[src/spq_pkg.sv]
// Package for the sorted priority queue: item structs, opcode and status codes,
// sequencer states and default sizing. No dependencies.
package spq_pkg;

  localparam int unsigned CAPACITY_DEF = 16;
  localparam int unsigned ID_W         = 16;
  localparam int unsigned PRIO_W       = 8;

  typedef enum logic [1:0] {
    OP_INSERT = 2'd0,
    OP_POP    = 2'd1,
    OP_REMOVE = 2'd2,
    OP_LIST   = 2'd3
  } opcode_e;

  typedef enum logic [2:0] {
    ST_ADDED     = 3'd0,
    ST_REMOVED   = 3'd1,
    ST_EMPTY     = 3'd2,
    ST_NOT_FOUND = 3'd3,
    ST_FULL      = 3'd4,
    ST_LISTED    = 3'd5
  } status_e;

  typedef enum logic [3:0] {
    S_IDLE,
    S_INS_RD,
    S_INS_EX,
    S_FIND_RD,
    S_FIND_EX,
    S_DEL_RD,
    S_DEL_EX,
    S_LIST_RD,
    S_LIST_EX,
    S_RESP
  } state_e;

  typedef struct packed {
    opcode_e             opcode;
    logic [ID_W-1:0]     task_id;
    logic [PRIO_W-1:0]   priority_req;
  } in_t;

  typedef struct packed {
    status_e             status;
    logic [ID_W-1:0]     out_id;
    logic [PRIO_W-1:0]   out_priority;
    logic                last;
  } out_t;

  typedef struct packed {
    logic [ID_W-1:0]     id;
    logic [PRIO_W-1:0]   prio;
  } entry_t;

endpackage

[src/spq_ram.sv]
// Entry store of the sorted priority queue: one write port, one read port
// with registered read data. Depends on spq_pkg.
module spq_ram #(
  parameter int unsigned DEPTH  = spq_pkg::CAPACITY_DEF,
  parameter int unsigned ADDR_W = 4
) (
  input  logic                clk_i,
  input  logic                we_i,
  input  logic [ADDR_W-1:0]   waddr_i,
  input  spq_pkg::entry_t     wdata_i,
  input  logic [ADDR_W-1:0]   raddr_i,
  output spq_pkg::entry_t     rdata_o
);
  import spq_pkg::*;

  entry_t mem [DEPTH];
  entry_t rdata_q;

  always_ff @(posedge clk_i) begin
    if (we_i) begin
      mem[waddr_i] <= wdata_i;
    end
    rdata_q <= mem[raddr_i];
  end

  assign rdata_o = rdata_q;

endmodule

[src/spq_ctrl.sv]
// Sequencer of the sorted priority queue: walks the entry store one entry at a time for insert,
// search, shift and list, with a priority compare for insert and an ID compare for search. Depends on spq_pkg.
module spq_ctrl #(
  parameter int unsigned CAPACITY = spq_pkg::CAPACITY_DEF,
  parameter int unsigned IDX_W    = 4,
  parameter int unsigned CNT_W    = 5
) (
  input  logic               clk_i,
  input  logic               rst_ni,
  input  logic               in_valid_i,
  input  spq_pkg::in_t       in_data_i,
  output logic               in_stall_o,
  input  logic               out_free_i,
  output logic               emit_o,
  output spq_pkg::out_t      emit_data_o,
  output logic               we_o,
  output logic [IDX_W-1:0]   waddr_o,
  output spq_pkg::entry_t    wdata_o,
  output logic [IDX_W-1:0]   raddr_o,
  input  spq_pkg::entry_t    rdata_i
);
  import spq_pkg::*;

  localparam logic [CNT_W-1:0] CAP_CNT = CNT_W'(CAPACITY);

  state_e             state_q, state_d;
  logic [CNT_W-1:0]   cnt_q, cnt_d;
  logic [CNT_W-1:0]   idx_q, idx_d;
  logic [ID_W-1:0]    id_q, id_d;
  logic [PRIO_W-1:0]  prio_q, prio_d;
  logic               pop_q, pop_d;
  out_t               resp_q, resp_d;
  logic [CNT_W-1:0]   idx_m1;
  logic [CNT_W-1:0]   idx_p1;
  logic               prio_ge;
  logic               id_hit;

  assign idx_m1  = idx_q - CNT_W'(1);
  assign idx_p1  = idx_q + CNT_W'(1);
  assign prio_ge = (rdata_i.prio >= prio_q);
  assign id_hit  = pop_q || (rdata_i.id == id_q);

  always_ff @(posedge clk_i or negedge rst_ni) begin
    if (!rst_ni) begin
      state_q <= S_IDLE;
      cnt_q   <= '0;
    end else begin
      state_q <= state_d;
      cnt_q   <= cnt_d;
    end
  end

  always_ff @(posedge clk_i) begin
    idx_q  <= idx_d;
    id_q   <= id_d;
    prio_q <= prio_d;
    pop_q  <= pop_d;
    resp_q <= resp_d;
  end

  always_comb begin
    state_d     = state_q;
    cnt_d       = cnt_q;
    idx_d       = idx_q;
    id_d        = id_q;
    prio_d      = prio_q;
    pop_d       = pop_q;
    resp_d      = resp_q;
    in_stall_o  = (state_q != S_IDLE);
    emit_o      = 1'b0;
    emit_data_o = resp_q;
    we_o        = 1'b0;
    waddr_o     = idx_q[IDX_W-1:0];
    wdata_o.id   = id_q;
    wdata_o.prio = prio_q;
    raddr_o     = idx_q[IDX_W-1:0];

    case (state_q)
      S_IDLE: begin
        if (in_valid_i) begin
          id_d                = in_data_i.task_id;
          prio_d              = in_data_i.priority_req;
          idx_d               = '0;
          pop_d               = 1'b0;
          resp_d.status       = ST_EMPTY;
          resp_d.out_id       = '0;
          resp_d.out_priority = '0;
          resp_d.last         = 1'b1;
          case (in_data_i.opcode)
            OP_INSERT: begin
              if (cnt_q == CAP_CNT) begin
                resp_d.status = ST_FULL;
                state_d       = S_RESP;
              end else begin
                idx_d   = cnt_q;
                state_d = S_INS_RD;
              end
            end
            OP_POP: begin
              pop_d   = 1'b1;
              state_d = (cnt_q == '0) ? S_RESP : S_FIND_RD;
            end
            OP_REMOVE: begin
              state_d = (cnt_q == '0) ? S_RESP : S_FIND_RD;
            end
            OP_LIST: begin
              state_d = (cnt_q == '0) ? S_RESP : S_LIST_RD;
            end
            default: state_d = S_IDLE;
          endcase
        end
      end
      S_INS_RD: begin
        if (idx_q == '0) begin
          we_o          = 1'b1;
          cnt_d         = cnt_q + CNT_W'(1);
          resp_d.status = ST_ADDED;
          state_d       = S_RESP;
        end else begin
          raddr_o = idx_m1[IDX_W-1:0];
          state_d = S_INS_EX;
        end
      end
      S_INS_EX: begin
        we_o = 1'b1;
        if (prio_ge) begin
          cnt_d         = cnt_q + CNT_W'(1);
          resp_d.status = ST_ADDED;
          state_d       = S_RESP;
        end else begin
          wdata_o = rdata_i;
          idx_d   = idx_m1;
          state_d = S_INS_RD;
        end
      end
      S_FIND_RD: begin
        if (idx_q == cnt_q) begin
          resp_d.status = ST_NOT_FOUND;
          state_d       = S_RESP;
        end else begin
          state_d = S_FIND_EX;
        end
      end
      S_FIND_EX: begin
        if (id_hit) begin
          resp_d.status       = ST_REMOVED;
          resp_d.out_id       = rdata_i.id;
          resp_d.out_priority = rdata_i.prio;
          state_d             = S_DEL_RD;
        end else begin
          idx_d   = idx_p1;
          state_d = S_FIND_RD;
        end
      end
      S_DEL_RD: begin
        if (idx_p1 == cnt_q) begin
          cnt_d   = cnt_q - CNT_W'(1);
          state_d = S_RESP;
        end else begin
          raddr_o = idx_p1[IDX_W-1:0];
          state_d = S_DEL_EX;
        end
      end
      S_DEL_EX: begin
        we_o    = 1'b1;
        wdata_o = rdata_i;
        idx_d   = idx_p1;
        state_d = S_DEL_RD;
      end
      S_LIST_RD: begin
        state_d = S_LIST_EX;
      end
      S_LIST_EX: begin
        if (out_free_i) begin
          emit_o                   = 1'b1;
          emit_data_o.status       = ST_LISTED;
          emit_data_o.out_id       = rdata_i.id;
          emit_data_o.out_priority = rdata_i.prio;
          emit_data_o.last         = (idx_p1 == cnt_q);
          if (idx_p1 == cnt_q) begin
            state_d = S_IDLE;
          end else begin
            idx_d   = idx_p1;
            state_d = S_LIST_RD;
          end
        end
      end
      S_RESP: begin
        if (out_free_i) begin
          emit_o  = 1'b1;
          state_d = S_IDLE;
        end
      end
      default: state_d = S_IDLE;
    endcase
  end

  a_cnt_range: assert property (@(posedge clk_i) disable iff (!rst_ni)
    cnt_q <= CAP_CNT)
    else $error("entry count above capacity");

  a_emit_free: assert property (@(posedge clk_i) disable iff (!rst_ni)
    emit_o |-> out_free_i)
    else $error("result issued while output register busy");

  a_idle_no_write: assert property (@(posedge clk_i) disable iff (!rst_ni)
    (state_q == S_IDLE) |-> !we_o)
    else $error("store written while idle");

  a_cnt_source: assert property (@(posedge clk_i) disable iff (!rst_ni)
    (cnt_q != $past(cnt_q)) |-> ($past(state_q) == S_INS_RD ||
      $past(state_q) == S_INS_EX || $past(state_q) == S_DEL_RD))
    else $error("entry count changed outside insert or delete");

endmodule

[src/sorted_priority_queue_remove_by_id_top.sv]
// Sorted priority queue top level: one request at a time. Each entry walked takes a read state
// and an execute state, since the entry store has registered read data. The result register
// frees the output side; in_stall_o is high while busy. Reset clears the entry count, sequencer
// state and output valid flag; store contents stay undefined until written.
// Depends on spq_pkg, spq_ram and spq_ctrl.
module sorted_priority_queue_remove_by_id_top #(
  parameter int unsigned CAPACITY = spq_pkg::CAPACITY_DEF
) (
  input  logic           clk_i,
  input  logic           rst_ni,
  input  logic           in_valid_i,
  output logic           in_stall_o,
  input  spq_pkg::in_t   in_data_i,
  output logic           out_valid_o,
  input  logic           out_stall_i,
  output spq_pkg::out_t  out_data_o
);
  import spq_pkg::*;

  localparam int unsigned IDX_W = (CAPACITY > 1) ? $clog2(CAPACITY) : 1;
  localparam int unsigned CNT_W = $clog2(CAPACITY + 1);

  logic              out_valid_q;
  out_t              out_data_q;
  logic              out_free;
  logic              emit;
  out_t              emit_data;
  logic              we;
  logic [IDX_W-1:0]  waddr;
  entry_t            wdata;
  logic [IDX_W-1:0]  raddr;
  entry_t            rdata;

  assign out_free = !out_valid_q || !out_stall_i;

  spq_ram #(
    .DEPTH  (CAPACITY),
    .ADDR_W (IDX_W)
  ) u_ram (
    .clk_i   (clk_i),
    .we_i    (we),
    .waddr_i (waddr),
    .wdata_i (wdata),
    .raddr_i (raddr),
    .rdata_o (rdata)
  );

  spq_ctrl #(
    .CAPACITY (CAPACITY),
    .IDX_W    (IDX_W),
    .CNT_W    (CNT_W)
  ) u_ctrl (
    .clk_i       (clk_i),
    .rst_ni      (rst_ni),
    .in_valid_i  (in_valid_i),
    .in_data_i   (in_data_i),
    .in_stall_o  (in_stall_o),
    .out_free_i  (out_free),
    .emit_o      (emit),
    .emit_data_o (emit_data),
    .we_o        (we),
    .waddr_o     (waddr),
    .wdata_o     (wdata),
    .raddr_o     (raddr),
    .rdata_i     (rdata)
  );

  always_ff @(posedge clk_i or negedge rst_ni) begin
    if (!rst_ni) begin
      out_valid_q <= 1'b0;
    end else if (emit) begin
      out_valid_q <= 1'b1;
    end else if (!out_stall_i) begin
      out_valid_q <= 1'b0;
    end
  end

  always_ff @(posedge clk_i) begin
    if (emit) begin
      out_data_q <= emit_data;
    end
  end

  assign out_valid_o = out_valid_q;
  assign out_data_o  = out_data_q;

endmodule
[config.mk]
export PLATFORM = sky130hd
export DESIGN_NAME = sorted_priority_queue_remove_by_id_top
export DESIGN_NICKNAME = d
export VERILOG_FILES = /design/src/spq_pkg.sv /design/src/spq_ram.sv /design/src/spq_ctrl.sv /design/src/sorted_priority_queue_remove_by_id_top.sv
export SDC_FILE = /design/constraint.sdc
export NUM_CORES = 1
export LEC_CHECK = 0
export ABC_AREA = 1
export BUFFER_PORTS_ARGS = -buffer_cell sky130_fd_sc_hd__buf_2
export CORE_MARGIN = 3
export CORE_UTILIZATION = 56
export DETAILED_ROUTE_END_ITERATION = 7
export PLACE_DENSITY = 0.76
export SETUP_SLACK_MARGIN = 0.2
export SYNTH_ARGS = -nofsm -noshare
export SYNTH_HDL_FRONTEND = slang
export SYNTH_SLANG_ARGS = --single-unit
export TNS_END_PERCENT = 1
[constraint.sdc]
create_clock -name clk_i -period 3.5 [get_ports clk_i]
set_input_delay 0.35 -clock clk_i [delete_from_list [all_inputs] [get_ports clk_i]]
set_output_delay 0.35 -clock clk_i [all_outputs]
set_load 0.02 [all_outputs]
==> flow_summary_export.csv, run 1 <==
group,metric,value,unit
global_routing,gr-usage-met3,4.851,%
routing,vias,16228,
cts,cts_tree,"done",
timing,finClkSkew,16.67,ps
cts,cts_buffers,50,
yosys,synth_area,22500,um2
global_routing,grt_max_degree,93,
final_layout,layout.nets,2382,
global_routing,grt_overflow,0,
timing,rsz0062_at_grt,"true",
cts,cts_buffer_depth,3,
routing,dr.pass1.iters,6,
place,gp_congestion,0.8970,
yosys,ys_seq_elements,503,
routing,wire_per_inst,19.94,um
floorplanning,die_area,42630,um2
timing,setup-violations-final,0,
final_layout,final_common_cell,"nand3_1",
worst_setup_path,reg2reg_slack,400,ps
final_layout,nFillCells,2847,
yosys,ys_warn_count,0,
timing,drv_slew,0,
global_routing,grt_pass1_wl,87770,um
global_routing,met2_usage,44.29,%
final_layout,final_cell_mix,"nand3_1, inv_1, edfxtp_1, nand2_1, buf_4",
power_and_ir_drop,powerDensity,996.1,nW/um2
final_layout,antenna_cells,0,
yosys,synthArstFlopShare,1.988,%
routing,vias_per_cell,5.613,
yosys,synth_cells,2218,
timing,finalHoldViolCount,0,
cts,worst_skew_pair.late_latency,600,ps
timing,relSlewSlack,16.40,%
global_routing,grt_pass1_vias,15904,
cts,clock-root-buffer,"clkbuf_16",
worst_setup_path,worstSetupPathType,"reg2reg",
final_layout,drive_above_1_share,10.58,%
routing,drc,0,
yosys,avgSynthCellArea,10.15,um2
floorplanning,rows,72,
timing,fin_setup_tns,0,ps
flow_run,maxCapViolCount,0,
final_layout,area_growth_syn_to_layout,14.29,%
timing,worst_pin_slew,1254,ps
worst_setup_path,path_max_fanout,48,
global_routing,antenna_found_initial,0,
routing,drt_iter0_markers,2060,
yosys,synth_top_flop_cell,"edfxtp_1",
place,io_buffers,59,
timing,fin_ws,403.7,ps
global_routing,use_met1,35.93,%
place,hpwl,33460,um
cts,cts_num_sinks,503,
power_and_ir_drop,peakVddDrop,1233,uV
global_routing,grt_use_total,27.33,%
floorplanning,die_x,206.5,um
worst_setup_path,worst_setup_path_start_kind,"flip-flop",
run_status,run_status,"completed",
min_path,hold_path.class,"in2reg",
cts,clkSlewWorstSetupHoldPaths,70,ps
floorplanning,die_h,206.5,um
worst_setup_path,end_kind,"flip-flop",
timing,post-route-min-period,3096,ps
global_routing,grt_busiest_layer,"met2",
routing,drt_wl_total,57650,um
cts,post_cts.repair.setup_buffers,0,
yosys,synth-edff-count,469,
place,dp_worst_setup_slack,439.1,ps
cts,htreeDepth,2,
floorplanning,ios,60,
yosys,syn-num-nets,2268,
worst_setup_path,arrival,3590,ps
routing,antenna_left,0,
timing,min_period_over_period,88.47,%
worst_setup_path,cp.required,3990,ps
floorplanning,start_util,57.42,%
yosys,synthDistinctLibCells,39,
power_and_ir_drop,total_leakage_power,11.16,nW
timing,fmax,323.0,MHz
yosys,ys_seq_area_share,65.83,%
floorplanning,core,39190,um2
[worst max-delay path, stage by stage, from the launching register on]
cell and delay (ps):
edfxtp_1 540, ha_1 320, inv_1 180, nand2_1 120, and2_1 170, nor2_1 90, nor2_1 50, nand2_2 130
nand2_4 100, nand3_2 140, buf_4 580, nand3_1 170, nand3_1 130, nand3_1 90, nand3_1 100, nand2_1 50
[kinds of logic after synthesis]
kind of cell | after synthesis | synth area share [%]
and+or+nand+nor | 1020 | 20.23
buffers and inverters | 580 | 10.21
DFF | 503 | 65.83
AOI/OAI and AO/OA | 79 | 1.957
adders and majority gates | 20 | 1.145
xor gates and xnor gates | 16 | 0.6228
[timing repair]
action,4_1_cts,5_1_grt
hold endpoints to repair,35,0
endpoints found under the setup margin,0,24
gates resized for setup,0,5
hold buffers,26,0
[final cells by class]
cell class	instances	area, um2	area share, %
Multi-Input combinational cell	1135	5533	21.51
Tap cell	518	648.1	2.520
Clock buffer	78	1456	5.663
Inverter	482	1812	7.045
Timing Repair Buffer	160	1289	5.011
Clock inverter	15	166.4	0.6470
Sequential cell	503	14810	57.60
[worst paths after layout]
check,startpoint,endpoint,cells past startpoint
min in group asynchronous,rst_ni,u_ctrl.cnt_q[4],2
max in group asynchronous,rst_ni,u_ctrl.state_q[2],2
max reg2reg,u_ctrl.idx_q[0],u_ram.rdata_o[22],15
min reg2reg,out_valid_o,out_valid_o,2
min,in_valid_i,u_ctrl.state_q[3],3
max,u_ctrl.idx_q[0],u_ram.rdata_o[22],15
[synthesized netlist by cell type, drive strengths merged (2+ instances only)]
cell type	number	area (um2)
o22ai	2	12.51
dfxtp	24	480.5
nand2	415	1578
nor3b	2	15.01
o21ai	54	270.3
nand3	504	2527
o211ai	3	22.52
nor3	9	45.04
or2	3	18.77
ha	19	237.7
a21oi	9	52.55
o31ai	7	52.55
dfrtp	10	250.2
nor2	76	292.8
xor2	7	61.31
inv	481	1805
buf	68	376.6
xnor2	9	78.83
nor4	3	18.77
nand4	7	50.05
edfxtp	469	14080
clkbuf	30	112.6
[where the power goes]
group / total [mW] / switching, mW / internal (mW)
logic: 11.8 / 8.11 / 3.65
clock network: 5.28 / 2.20 / 3.08
registers: 8.58 / 0.532 / 8.04
[metal layers]
| layer | share of wire (%) | vias to the layer above | routed length (um) |
|---|---|---|---|
| met5 | 0 | - | 0 |
| met4 | 4.4 | 0 | 2536 |
| met3 | 11 | 183 | 6418 |
| met2 | 47 | 930 | 27060 |
| met1 | 38 | 7618 | 21640 |
| li1 | - | 7497 | - |
[registers in the layout, indices dropped and copies added, names as in the netlist]
name	count
u_ctrl.id_q	16
out_data_o	28
u_ctrl.idx_q	5
u_ctrl.cnt_q	5
u_ctrl.prio_q	8
u_ram.rdata_o	24
u_ctrl.state_q	4
u_ctrl.pop_q	1
out_valid_o	1
u_ctrl.resp_q	27
u_ram.mem	384
[stage by stage]
step | cells | hold slack, ps | area (um2) | power, mW | utilization (%)
4_1_cts | 2891 | 64.77 | 25700 | 25.44 | 65.58
5_1_grt | 2891 | 99.05 | 25720 | 27.04 | 65.63
3_5_place_dp | 2772 | 238.7 | 23820 | 20.12 | 60.78
2_1_floorplan | 2218 | 54.41 | 22500 | 16.29 | -
3_3_place_gp | 2772 | 238.0 | 23820 | 19.84 | 60.78
6_report | 2891 | 87.99 | 25720 | 25.62 | 65.63
(Power assumes the default switching activity.)
==> run 2, diff against run 1 <==
--- a/config.mk
+++ b/config.mk
@@ -11,7 +11,7 @@
 export CORE_UTILIZATION = 56
 export DETAILED_ROUTE_END_ITERATION = 7
 export PLACE_DENSITY = 0.76
-export SETUP_SLACK_MARGIN = 0.2
+export SETUP_SLACK_MARGIN = 0.5
 export SYNTH_ARGS = -nofsm -noshare
 export SYNTH_HDL_FRONTEND = slang
 export SYNTH_SLANG_ARGS = --single-unit
==> run 2 against run 1 <==
Effect of this change: sequential cell count unchanged; design area increased by 1.4%; fmax increased by 5.4%; core utilization increased by 0.90 points; non-clock buffer count increased by 14; die area unchanged; highest routed layer unchanged; via count increased by 2.5%; hold slack about the same; total power increased by 3.5%; register-to-register slack improved by 160 ps; sequential share of layout area decreased by 0.78 points.
==> flow_summary_export.csv, run 2 (synthesis results as in run 1) <==
group,metric,value,unit
routing,dr.pass1.iters,5,
global_routing,antenna_found_initial,0,
floorplanning,start_util,57.42,%
place,hpwl,33460,um
worst_setup_path,crit_start,"u_ctrl.idx_q[2]",
cts,cts_tree,"done",
min_path,min_from,"in_valid_i",
routing,wire_per_inst,20.93,um
worst_setup_path,worst-path-buf-inv,2,
timing,hold_ws,88.09,ps
min_path,min_to,"u_ctrl.state_q[3]",
power_and_ir_drop,intPower,15.18,mW
final_layout,drive_above_1_share,11.22,%
place,gp_congestion,0.8970,
routing,vias,16634,
global_routing,grt_overflow,0,
final_layout,antenna_cells,0,
power_and_ir_drop,total_leakage_power,11.33,nW
worst_setup_path,max_stage_delay,590,ps
timing,finClkSkew,15.88,ps
worst_setup_path,cp.required,3790,ps
worst_setup_path,path_max_fanout,16,
global_routing,grt_pass1_vias,15895,
floorplanning,core,39190,um2
routing,drt_iter0_markers,2291,
cts,clock-root-buffer,"clkbuf_16",
place,dp.cells,2772,
global_routing,grt_max_degree,93,
final_layout,layout.nets,2397,
power_and_ir_drop,p_seq_share,32.3,%
final_layout,area_growth_syn_to_layout,15.86,%
floorplanning,die_x,206.5,um
global_routing,grt_use_total,27.33,%
place,io_buffers,59,
cts,worst_skew_pair.late_latency,600,ps
final_layout,regMostFlops,"u_ram.mem",
timing,min_period_over_period,83.94,%
worst_setup_path,worstSetupPathType,"reg2reg",
worst_setup_path,crit_family,"simple AND/OR/NAND/NOR gates",
worst_setup_path,worst_setup_path_start_kind,"flip-flop",
min_path,hold_path.class,"in2reg",
final_layout,final_util,66.53,%
cts,cts_buffer_depth,3,
flow_run,maxCapViolCount,0,
worst_setup_path,reg2reg_slack,560,ps
timing,fin_setup_tns,0,ps
final_layout,largest_reg_flops,384,
timing,rsz0062_at_grt,"true",
floorplanning,ios,60,
cts,cts_num_sinks,503,
floorplanning,rows,72,
power_and_ir_drop,combPwrFrac,47.7,%
worst_setup_path,end_kind,"flip-flop",
routing,drt_wl_total,60810,um
routing,drc,0,
worst_setup_path,crit_top_cell,"nor2_1",
timing,finalHoldViolCount,0,
worst_setup_path,r2r_start,"u_ctrl.idx_q[2]",
final_layout,final_cell_count_no_fill,2906,
routing,vias_per_cell,5.724,
timing,setup-violations-final,0,
worst_setup_path,reg2reg_depth,8,
run_status,run_status,"completed",
final_layout,final_common_cell,"nand3_1",
worst_setup_path,crit_path_cell_trace,"nor2_1, nand3_1, nor3_1, nor2_1, inv_1, nand2_1, nor2_4, buf_12",
cts,clkSlewWorstSetupHoldPaths,70,ps
power_and_ir_drop,p_sw_share,42.74,%
cts,htreeDepth,2,
power_and_ir_drop,clock_power_share,19.9,%
power_and_ir_drop,p_sw,11.33,mW
floorplanning,die_area,42630,um2
worst_setup_path,r2r_end,"u_ram.mem[5][11]",
floorplanning,die_h,206.5,um
timing,worst_pin_slew,1262,ps
routing,antenna_left,0,
final_layout,final_cell_mix,"nand3_1, inv_1, edfxtp_1, nand2_1, buf_4",
cts,cts_buffers,50,
global_routing,grt_pass1_wl,87750,um
min_path,hold_depth,3,
worst_setup_path,arrival,3230,ps
timing,drv_slew,0,
timing,fmax,340.4,MHz
timing,relSlewSlack,15.85,%
worst_setup_path,crit_path_top_delay_cell,"edfxtp_1",
timing,post-route-min-period,2938,ps
power_and_ir_drop,peakVddDrop,1174,uV
power_and_ir_drop,powerDensity,1017,nW/um2
-- run 2: changes by cell type in the layout (fill, tap and decap cells not counted), sizes merged --
cell | before | now
buf | 134 | 141
clkbuf | 78 | 85
nand2 | 415 | 416
-- run 2: repair_timing --
| action | in CTS | in global routing |
|---|---|---|
| hold buffers | 26 | 0 |
| buffers inserted | 0 | 6 |
| endpoints found under the hold margin | 35 | 0 |
| gates resized for setup | 1 | 28 |
| pin swaps | 0 | 3 |
| cloned | 0 | 9 |
| endpoints found under the setup margin | 24 | 132 |
-- run 2: power groups by stage --
| stage | Clock, mW | Sequential (mW) | Combinational, mW |
|---|---|---|---|
| after global routing | 5.55 | 8.61 | 13.7 |
| after CTS | 5.33 | 8.55 | 11.6 |
| final | 5.29 | 8.57 | 12.6 |
| after floorplan | 0 | 8.48 | 7.81 |
| after detailed placement | 0 | 8.67 | 11.4 |
| after global placement | 0 | 8.65 | 11.2 |
-- run 2: worst max path at each step --
stage | end | slack [ps] | cells after the start
after detailed placement | u_ram.rdata_o[22] | 440 | 18
after floorplan | u_ram.mem[3][0] | 180 | 7
final | u_ram.mem[5][11] | 560 | 8
after CTS | u_ram.rdata_o[22] | 430 | 18
after global routing | u_ram.rdata_o[2] | 380 | 19
after global placement | u_ram.rdata_o[14] | 510 | 17
-- run 2: layout make-up --
class                   instances  area (um2)
flip-flops and latches        503       14810
multi-input cells            1136        5607
well taps                     518       648.1
clock buffers                  78        1456
repair buffers                174        1567
fillers                      2777       13120
clock inverters                15       166.4
inverters                     482        1814
-- run 2: worst min-delay path, stage by stage --
cell and delay [ps]:
buf_2 90, nor2_1 50, o21ai_0 140
-- run 2: routing by layer --
metal  vias to the layer above  track usage (%)  share of wire [%]
met2                      1099            44.31                 46
met1                      7792            35.90                 37
met4                         0            13.28                4.4
met5                         -                0                  0
met3                       212            4.851                 12
li1                       7531                -                  -
-- run 2: metrics by stage --
| stage | instance area [um2] | power, mW | setup WS [ps] |
|---|---|---|---|
| after detailed placement | 23820 | 20.12 | 439.1 |
| after global routing | 26070 | 27.85 | 380.4 |
| after global placement | 23820 | 19.84 | 505.5 |
| after CTS | 25700 | 25.44 | 434.3 |
| final | 26070 | 26.51 | 562.0 |
| after floorplan | 22500 | 16.29 | 182.9 |
